## config.mk

```make
export PLATFORM = sky130hd
export DESIGN_NAME = multi_key_row_comparator
export DESIGN_NICKNAME = d
export VERILOG_FILES = /design/src/design/mkrc_pkg.sv /design/src/design/multi_key_row_comparator.sv /design/src/design/mkrc_lane.sv /design/src/design/mkrc_merge.sv
export SDC_FILE = /design/constraint.sdc
export NUM_CORES = 1
export LEC_CHECK = 0
export BUFFER_PORTS_ARGS = -buffer_cell sky130_fd_sc_hd__buf_4
export CAP_MARGIN = 20
export CORE_MARGIN = 4
export CORE_UTILIZATION = 23
export CTS_CLUSTER_DIAMETER = 80
export DETAILED_ROUTE_END_ITERATION = 10
export PLACE_DENSITY = 0.48
export RECOVER_POWER = 50
export SETUP_SLACK_MARGIN = 0.3
export SYNTH_ARGS = -nofsm -noshare
export SYNTH_HDL_FRONTEND = slang
export SYNTH_SLANG_ARGS = --single-unit
```

## constraint.sdc

```tcl
create_clock -name clk -period 12.3 [get_ports clk]
set_input_delay 1.845 -clock clk [delete_from_list [all_inputs] [get_ports clk]]
set_output_delay 1.845 -clock clk [all_outputs]
set_load 0.01 [all_outputs]
```

## src/design/mkrc_pkg.sv

```systemverilog
// Package of the multi-key row comparator: key type codes, widths, defaults.
// Depends on nothing.
`timescale 1ns / 1ps
`default_nettype none
package mkrc_pkg;
	localparam int KEY_W      = 64;
	localparam int DEF_MAX_KEYS = 4;
	localparam int CFG_IDX_W  = 2;
	localparam int CFG_DATA_W = 12;

	typedef enum logic [2:0] {
		KT_I32 = 3'd0, KT_U32 = 3'd1, KT_I64 = 3'd2, KT_U64 = 3'd3,
		KT_F32 = 3'd4, KT_F64 = 3'd5, KT_VTX = 3'd6, KT_RAW = 3'd7
	} key_type_t;

	typedef enum logic [1:0] {
		CFG_TYPES = 2'd0, CFG_DESC = 2'd1, CFG_COUNT = 2'd2, CFG_NONE = 2'd3
	} cfg_reg_t;

	// Per-lane outcome handed to the merge stage.
	typedef struct packed {
		logic lt;
		logic gt;
	} lane_res_t;
endpackage
`default_nettype wire

```

## src/design/multi_key_row_comparator.sv

```systemverilog
// Top level of the multi-key row comparator: config registers, lanes, merge,
// output register. Depends on mkrc_pkg, mkrc_lane and mkrc_merge.
//
// Channel  Dir  Handshake              Payload
// s_axis   in   tvalid/tready          tdata: left a..d, right a..d (512 b)
// m_axis   out  tvalid/tready          tdata: left_first, all_equal, deciding_key
// cfg      in   cfg_valid/cfg_ready    cfg_index, cfg_data
//
// The result of a row pair is registered in the output register at the edge
// that transfers the pair; one pair per cycle while the output is not stalled.
// The output register reloads whenever it is empty or being taken, so input
// stalls only while a result waits unaccepted. Reset clears the valid flag
// and the configuration to its defaults.
`timescale 1ns / 1ps
`default_nettype none
module multi_key_row_comparator
	import mkrc_pkg::*;
#(
	parameter int MAX_KEYS = DEF_MAX_KEYS
) (
	input  wire logic                     clk,
	input  wire logic                     arst_n,
	input  wire logic                     s_axis_tvalid,
	output logic                          s_axis_tready,
	// left_key_a..d then right_key_a..d, 64 bits each, from bit 0 up
	input  wire logic [8*KEY_W-1:0]       s_axis_tdata,
	output logic                          m_axis_tvalid,
	input  wire logic                     m_axis_tready,
	// left_first [0], all_equal [1], deciding_key [3:2], zeros [7:4]
	output logic [7:0]                    m_axis_tdata,
	input  wire logic                     cfg_valid,
	output logic                          cfg_ready,
	input  wire logic [CFG_IDX_W-1:0]     cfg_index,
	input  wire logic [CFG_DATA_W-1:0]    cfg_data
);
	logic [11:0] types_q;
	logic [3:0]  desc_q;
	logic [2:0]  count_q;
	logic [2:0]  count_eff;
	lane_res_t [MAX_KEYS-1:0] lanes;
	logic lf, ae;
	logic [1:0] dk;
	logic [3:0] res_q;
	logic valid_q;

	assign cfg_ready = 1'b1;
	assign s_axis_tready = !valid_q || m_axis_tready;
	assign count_eff = (count_q > 3'(MAX_KEYS)) ? 3'(MAX_KEYS) : count_q;

	always_ff @(posedge clk or negedge arst_n) begin
		if (!arst_n) begin
			types_q <= '0;
			desc_q <= '0;
			count_q <= 3'd1;
		end else if (cfg_valid) begin
			unique case (cfg_reg_t'(cfg_index))
				CFG_TYPES: types_q <= cfg_data;
				CFG_DESC:  desc_q <= cfg_data[3:0];
				CFG_COUNT: count_q <= cfg_data[2:0];
				default: ;
			endcase
		end
	end

	for (genvar k = 0; k < MAX_KEYS; k++) begin : g_lane
		mkrc_lane u_lane (
			.key_type(types_q[3*k +: 3]),
			.l(s_axis_tdata[k*KEY_W +: KEY_W]),
			.r(s_axis_tdata[(4+k)*KEY_W +: KEY_W]),
			.res(lanes[k])
		);
	end

	mkrc_merge #(.MAX_KEYS(MAX_KEYS)) u_merge (
		.lanes(lanes),
		.key_count(count_eff),
		.key_desc(desc_q),
		.left_first(lf),
		.all_equal(ae),
		.deciding_key(dk)
	);

	always_ff @(posedge clk or negedge arst_n) begin
		if (!arst_n) begin
			valid_q <= 1'b0;
		end else if (s_axis_tready) begin
			valid_q <= s_axis_tvalid;
		end
	end

	always_ff @(posedge clk) begin
		if (s_axis_tready && s_axis_tvalid) begin
			res_q <= {dk, ae, lf};
		end
	end

	assign m_axis_tvalid = valid_q;
	assign m_axis_tdata = {4'd0, res_q};
endmodule
`default_nettype wire

```

## src/design/mkrc_lane.sv

```systemverilog
// One comparison lane: orders a single key pair by its configured type.
// Depends on mkrc_pkg.
`timescale 1ns / 1ps
`default_nettype none
module mkrc_lane
	import mkrc_pkg::*;
(
	input  wire logic [2:0]       key_type,
	input  wire logic [KEY_W-1:0] l,
	input  wire logic [KEY_W-1:0] r,
	output lane_res_t             res
);
	logic [KEY_W-1:0] lk, rk;
	logic is_f, nan_any, both_zero;

	// Map each type onto an unsigned key so that one magnitude compare orders it.
	function automatic logic [KEY_W-1:0] map_key(input logic [2:0] t, input logic [KEY_W-1:0] v);
		logic [KEY_W-1:0] m;
		m = '0;
		unique case (key_type_t'(t))
			KT_I32: m = {32'd0, v[31] ^ 1'b1, v[30:0]};
			KT_U32: m = {32'd0, v[31:0]};
			KT_I64: m = {v[63] ^ 1'b1, v[62:0]};
			KT_U64: m = v;
			KT_F32: m = v[31] ? {32'd0, ~v[31:0]} : {32'd0, 1'b1, v[30:0]};
			KT_F64: m = v[63] ? ~v : {1'b1, v[62:0]};
			KT_VTX: m = {24'd0, v[39:0]};
			KT_RAW: m = v;
			default: m = v;
		endcase
		return m;
	endfunction

	always_comb begin
		lk = map_key(key_type, l);
		rk = map_key(key_type, r);
		is_f = (key_type == KT_F32) || (key_type == KT_F64);
		if (key_type == KT_F32) begin
			nan_any = (&l[30:23] && |l[22:0]) || (&r[30:23] && |r[22:0]);
			both_zero = (l[30:0] == '0) && (r[30:0] == '0);
		end else begin
			nan_any = (&l[62:52] && |l[51:0]) || (&r[62:52] && |r[51:0]);
			both_zero = (l[62:0] == '0) && (r[62:0] == '0);
		end
		if (is_f && (nan_any || both_zero)) begin
			res.lt = 1'b0;
			res.gt = 1'b0;
		end else begin
			res.lt = lk < rk;
			res.gt = lk > rk;
		end
	end
endmodule
`default_nettype wire

```

## src/design/mkrc_merge.sv

```systemverilog
// Merge stage: picks the first lane in use that differs and forms the answer.
// Depends on mkrc_pkg.
`timescale 1ns / 1ps
`default_nettype none
module mkrc_merge
	import mkrc_pkg::*;
#(
	parameter int MAX_KEYS = DEF_MAX_KEYS
) (
	input  wire lane_res_t [MAX_KEYS-1:0] lanes,
	input  wire logic [2:0]               key_count,
	input  wire logic [3:0]               key_desc,
	output logic                          left_first,
	output logic                          all_equal,
	output logic [1:0]                    deciding_key
);
	always_comb begin
		left_first = 1'b0;
		all_equal = 1'b1;
		deciding_key = 2'd0;
		for (int k = MAX_KEYS - 1; k >= 0; k--) begin
			if ((3'(k) < key_count) && (lanes[k].lt || lanes[k].gt)) begin
				left_first = key_desc[k] ? lanes[k].gt : lanes[k].lt;
				all_equal = 1'b0;
				deciding_key = 2'(k);
			end
		end
	end
endmodule
`default_nettype wire

```

======== Yosys cells after proc, flatten, opt, wreduce, memory -nomap -nowiden ========
Cells that the tools add are included.
word-level totals
  register bits after elaboration ......... 24
  input bits .............................. 531
  output and inout bits ................... 11
  word-level logic and storage cells ...... 249
operators by class
  magnitude comparators ................... 13
  equal/unequal tests ..................... 30
  muxes and demuxes ....................... 49
  bitwise gates (word level) .............. 32
  reduce and logical (&&, ||, !) cells .... 117
operators with widths
  kind                  number
  $pmux W64 S7          8
  $mux W64              8
  $not A64 Y64          8
  $logic_not A63 Y1     8
  $reduce_or A52 Y1     8
  $gt A64 B64 Y1        4
  $lt A64 B64 Y1        4
  $mux W32              8
  $not A32 Y32          8
  $logic_not A31 Y1     8
  $reduce_or A23 Y1     8
  $reduce_and A11 Y1    8
  $reduce_and A8 Y1     8
  $eq A3 B3 Y1 const B  16
  $logic_and A1 B1 Y1   33
  $eq A3 B2 Y1 const B  8
  $logic_or A1 B1 Y1    21
  $mux W1               18
  $not A1 Y1            16
  $eq A3 B1 Y1 const B  4
  $logic_not A3 Y1      4
  $mux W2               6
  $reduce_or A2 Y1      5
  $lt A1 B3 Y1 const A  2
  other kinds (9)       12

======== Logic depth before layout (Yosys ltp) ========
  depth after elaboration ................. 13
  depth in mapped cells ................... 17
  gate-level depth less buffers ........... 15

======== Cells and area by module ========
A second synthesis with hierarchy kept.
second synthesis, totals
  cells, all modules ...................... 2,031
  area total of the unflattened synthesis .. 14,121.0 um^2
modules (own cells, without submodules)
  module                            instances  cells an instance  area an instance (um^2)  sequential area each (um^2)
  mkrc_lane (g_lane[2].u_lane ...)  2          488                3,284.4                  0.0
  mkrc_lane (g_lane[0].u_lane)      1          487                3,221.8                  0.0
  mkrc_lane (g_lane[1].u_lane)      1          488                3,199.3                  0.0
  multi_key_row_comparator          1          60                 960.9                    621.8
  mkrc_merge                        1          20                 170.2                    0.0

======== Least setup slack after synthesis ========
No wires, ideal clock.
  path type ............................... input-to-reg
  start ................................... input port s_axis_tdata[319]
  end ..................................... register res_q[0], data pin
  library setup time ...................... 0.256 ns
  data arrival time ....................... 5.045 ns
  required time ........................... 12.044 ns
  path slack .............................. 6.999 ns
  stages .................................. 15
  path buffers ............................ 1
  path through ............................ inv_1 > a21oi_1 > nor2_1 > clkbuf_1 > a21oi_1 > ha_1 > and4_1 > nand2_1 > or4_4 > or4b_4 > nor4_4 > a21bo_1 > a22oi_2 > nand3_1 > o211a_1
on the way
  longest elaborated chain between the ends .. 8
  elaborated cells between the ends (all ways) .. 11
  classes of those cells .................. 2 x order compare; 5 x mux; 2 x bitwise; 2 x reduce/logical
RTL lines
  element                                           RTL line                          source
  start, declared                                   multi_key_row_comparator.sv:26    input wire logic [8*KEY_W-1:0] s_axis_tdata,
  $not A64 Y64                                      mkrc_lane.sv:26                   KT_F64: m = v[63] ? ~v : {1'b1, v[62:0]};
  $mux W64                                          mkrc_lane.sv:26
  $pmux W64 S7 *                                    mkrc_lane.sv:20                   unique case (key_type_t'(t))
  $lt A64 B64 Y1 or $gt A64 B64 Y1 (tied branches)  mkrc_lane.sv:49, mkrc_lane.sv:50
  $mux W2 *                                         mkrc_lane.sv:45                   if (is_f && (nan_any || both_zero)) begin
  $logic_or A1 B1 Y1                                mkrc_merge.sv:22                  if ((3'(k) < key_count) && (lanes[k].lt || lanes[k].gt)) begin
  $logic_and A1 B1 Y1                               mkrc_merge.sv:22
  $mux W1 *                                         mkrc_merge.sv:22
  via lf                                            multi_key_row_comparator.sv:41    logic lf, ae;
  end signal, assigned                              multi_key_row_comparator.sv:93    res_q <= {dk, ae, lf};
  end, declared                                     multi_key_row_comparator.sv:43    logic [3:0] res_q;
The timed path passes the listed nets; every way through them passes the cells marked *.
A chain may end at the register's enable or synchronous reset.

======== Worst setup path in the final report ========
  start ................................... input port s_axis_tdata[63]
  end ..................................... register res_q[0], data pin
The elaborated chain is that of the path after synthesis.

==> key figures <==
Logic synthesis
  – Fraction of synthesis flops using an asynchronous set or reset pin: 83.3%
  – Number of synthesized flops with an enable pin: 4
  – Distinct cell type count of the synthesized netlist: 70
  – Synth Flop Type: dfrtp_1
  – Post-Syn Area per Cell: 6.82 um2
  – Fraction of post-synthesis cell area in the top cell type by area: 23.7%
  – Cells taking the most area after synthesis: ha_1 24%, a21oi_1 9.4%, xnor2_1 8.1%
  – Cell taking the most area after synthesis: ha_1
  – Seq/Total Area, Yosys: 4.47%
  – Post-synth design cell area: 13,900 um2
  – Flops & latches, synth: 24
  – Yosys warning total: 0
  – Syn Inst Count: 2,040

Power
  – Leakage power total: 8.24 nW
  – Power consumption: 1.56 mW
  – Fraction of power consumed by the clock network: 6.6%
  – Net load switching power: 813 uW
  – Worst VDD drop: 0.0475 mV
  – Fraction of power consumed by sequential logic: 8.1%
  – Pwr/cell area: 82.6 nW/um2
  – Switch share: 52.0%
  – Cell-internal power: 750 uW
  – Comb pwr share: 85.3%

CTS
  – Post-CTS clock slew at the launch and capture registers of the worst setup and hold paths: 0.08 ns
  – Number of buffers added for setup after CTS: 0
  – CTS tree: done
  – Sinks on Clock Net: 24
  – Hold Buf Count CTS: 0
  – TritonCTS buffer count: 3
  – Number of buffers on the longest clock path: 2
  – Later-pin clock latency in the skew report: 0.27 ns
  – Total of cells resized after clock tree synthesis: 0
  – Cell at the root of the clock tree: clkbuf_16
  – Max H-tree Level: 1

Detailed routing
  – Drt first pass iters: 5
  – DRC errors left: 0
  – Via count: 16,987
  – Average wire per standard cell: 19.2 um
  – Routed Wire Length: 63.4 mm
  – Detail-routed via count per cell: 5.16
  – Starting DRT DRC Count: 842
  – Antenna violation net count after detailed routing: 0

Setup path
  – Critical path endpoint category: flop
  – Crit-path cells: buf_4 -> inv_1 -> a21oi_1 -> nor2_1 -> buf_4 -> nand2_1 -> o21ai_0 -> ha_1 -> and4_1 -> nand2_1 -> or4_4 -> or4b_4 -> nor4_4 -> a21bo_1 -> a22oi_2 -> nand3_1 -> o211a_1
  – Worst Path Required: 12.33 ns
  – Total buffers and inverters traversed by the critical path: 3
  – Critical path launch point type: input port
  – Master of the slowest instance on the critical path: or4b_4
  – Worst path max stage delay: 0.60 ns
  – Critical path data arrival time: 5.53 ns
  – CP Max Fanout: 23
  – Top cell family by delay on the critical path: simple AND/OR/NAND/NOR gates
  – Crit Path Class: in2reg

GRT
  – Pin count of the biggest net entering global routing: 32
  – Vias in the first global route: 17,225
  – Global-route wire length before repair: 95.4 mm
  – Overall fraction of global-route tracks in use: 18.3%
  – Initial antenna violation count: 8
  – Overflow left after global routing: 0

Timing
  – Final critical-path share of the clock period: 44.7%
  – Worst Skew: 0.00473 ns
  – Total Neg Setup Slack: 0 ns
  – RSZ-0062 raised after global routing: false
  – Final-report max-slew violation count: 0
  – Max transition margin: 6.10%
  – Tmin final: 5.50 ns
  – Maximum clock frequency: 182 MHz
  – Transition time at the pin with the least slew margin: 1.41 ns
  – Number of setup violations in the final report: 0
  – Count of final hold-check violations: 0

Hold path
  – Min-Delay Path Class: reg2reg

Die
  – # IOs: 542
  – Floorplan die area: 64,500 um2
  – Core ar.: 59,500 um2
  – Die span in x: 254 um
  – Die Ht: 254 um
  – Effective utilization at floorplan: 23.4%
  – Site Rows: 89

Placed design
  – Number of buffers added on ports: 536
  – Routability-driven placement congestion ratio: 0.941
  – Detail Placement HPWL: 55.6 mm

Final layout
  – Share of final-layout standard cells stronger than drive strength 1: 23.6%
  – Signed area change from the synthesized netlist to the final layout: 36.0%
  – # nets final: 3,312

Flow run
  – Max Cap Violations: 0

Status
  – Run status: completed
through the flow:
step / util [%] / hold slack, ns / cells / cell area (um2) / setup WS, ns
floorplan: - / 0.494 / 2043 / 13900 / 7.00
global placement: 31.6 / 0.515 / 3284 / 18800 / 6.56
detailed placement: 31.6 / 0.529 / 3284 / 18800 / 6.51
CTS: 31.8 / 0.547 / 3288 / 18900 / 6.80
global route: 31.8 / 0.572 / 3292 / 18900 / 6.43
finish: 31.8 / 0.543 / 3292 / 18900 / 6.80
worst paths after layout:
kind                                                 to  depth (start not counted)                   start  slack, ns
worst max register to register       res_q[0]$_DFFE_PP_                         13  types_q[9]$_DFFE_PN0P_       7.49
max in group asynchronous       types_q[11]$_DFFE_PN0P_                          1                  arst_n       9.59
worst min-delay path              desc_q[0]$_DFFE_PN0P_                          1   desc_q[0]$_DFFE_PN0P_       0.54
worst max-delay path                 res_q[0]$_DFFE_PP_                         17        s_axis_tdata[63]       6.80
min in group asynchronous        types_q[6]$_DFFE_PN0P_                          1                  arst_n       1.88
worst min register to register    desc_q[0]$_DFFE_PN0P_                          1   desc_q[0]$_DFFE_PN0P_       0.54
state kept, by name (all words and copies together) (netlist names):
| register | flops |
|---|---|
| types_q | 12 |
| desc_q | 4 |
| res_q | 4 |
| count_q | 3 |
| m_axis_tvalid | 1 |
final cells by class:
type,count,area [um2]
Timing Repair Buffer,555,4180
Clock buffer,3,75.1
Inverter,31,116
Tap cell,773,967
Fill cell,6466,40500
Multi-Input combinational cell,1902,12900
Clock inverter,1,30.0
Sequential cell,24,622
Antenna cell,3,7.51
cells in the mapped netlist, types with 6 or more instances:
cell type / number
nor2_1: 206
inv_1: 31
buf_1: 29
or3_1: 6
nand3_1: 39
a211oi_1: 17
a31oi_1: 6
dfrtp_1: 19
nand2_1: 217
o21a_1: 7
o211ai_1: 8
o22a_1: 7
clkbuf_1: 52
xnor2_1: 128
and4_1: 8
nor3_1: 57
nor4_1: 108
nor2b_1: 14
nand4_1: 107
or4_1: 14
a21o_1: 24
nor4b_1: 7
a221oi_1: 9
ha_1: 264
xor2_1: 120
o21ai_0: 161
a21oi_1: 262
mux2_2: 17
nand2b_1: 13
cells by family after synthesis:
group           after synthesis  share of synthesized area (%)
buf+inv                     117                           3.29
simple gates                820                           29.1
flops                        24                           4.47
fa+ha+maj                   264                           23.7
xor+xnor                    248                           15.6
compound gates              544                           22.0
mux                          21                           1.67
other cells                   2                         0.0540
cells in the final DEF, fill, tap and decap left out, types with 5 or more instances in the layout:
master,count
a211oi_1,17
a21o_1,24
a21oi_1,257
a21oi_4,5
a221oi_1,9
a31oi_1,6
and4_1,8
buf_4,551
conb_1,5
dfrtp_1,19
ha_1,264
inv_1,31
mux2_2,17
nand2_1,217
nand2b_1,13
nand3_1,39
nand3b_1,5
nand4_1,107
nor2_1,203
nor2b_1,14
nor3_1,57
nor4_1,108
nor4b_1,7
o211ai_1,8
o21a_1,7
o21ai_0,161
o21bai_1,5
o22a_1,7
or3_1,6
or4_1,14
xnor2_1,128
xor2_1,120
per-layer routing:
layer,up-vias,global-route usage [%],routed length [um]
met5,-,0,69
met1,7837,23.5,27400
met3,62,2.00,3360
met4,8,3.61,1040
met2,513,33.3,31500
li1,8567,-,-
power by group through the flow:
stage | Clock [mW] | Sequential (mW) | Combinational, mW
6_report | 0.103 | 0.127 | 1.33
5_1_grt | 0.110 | 0.132 | 1.52
4_1_cts | 0.109 | 0.127 | 1.34
3_5_place_dp | 0 | 0.129 | 1.33
3_3_place_gp | 0 | 0.129 | 1.31
2_1_floorplan | 0 | 0.105 | 0.884
(Power assumes the default switching activity.)
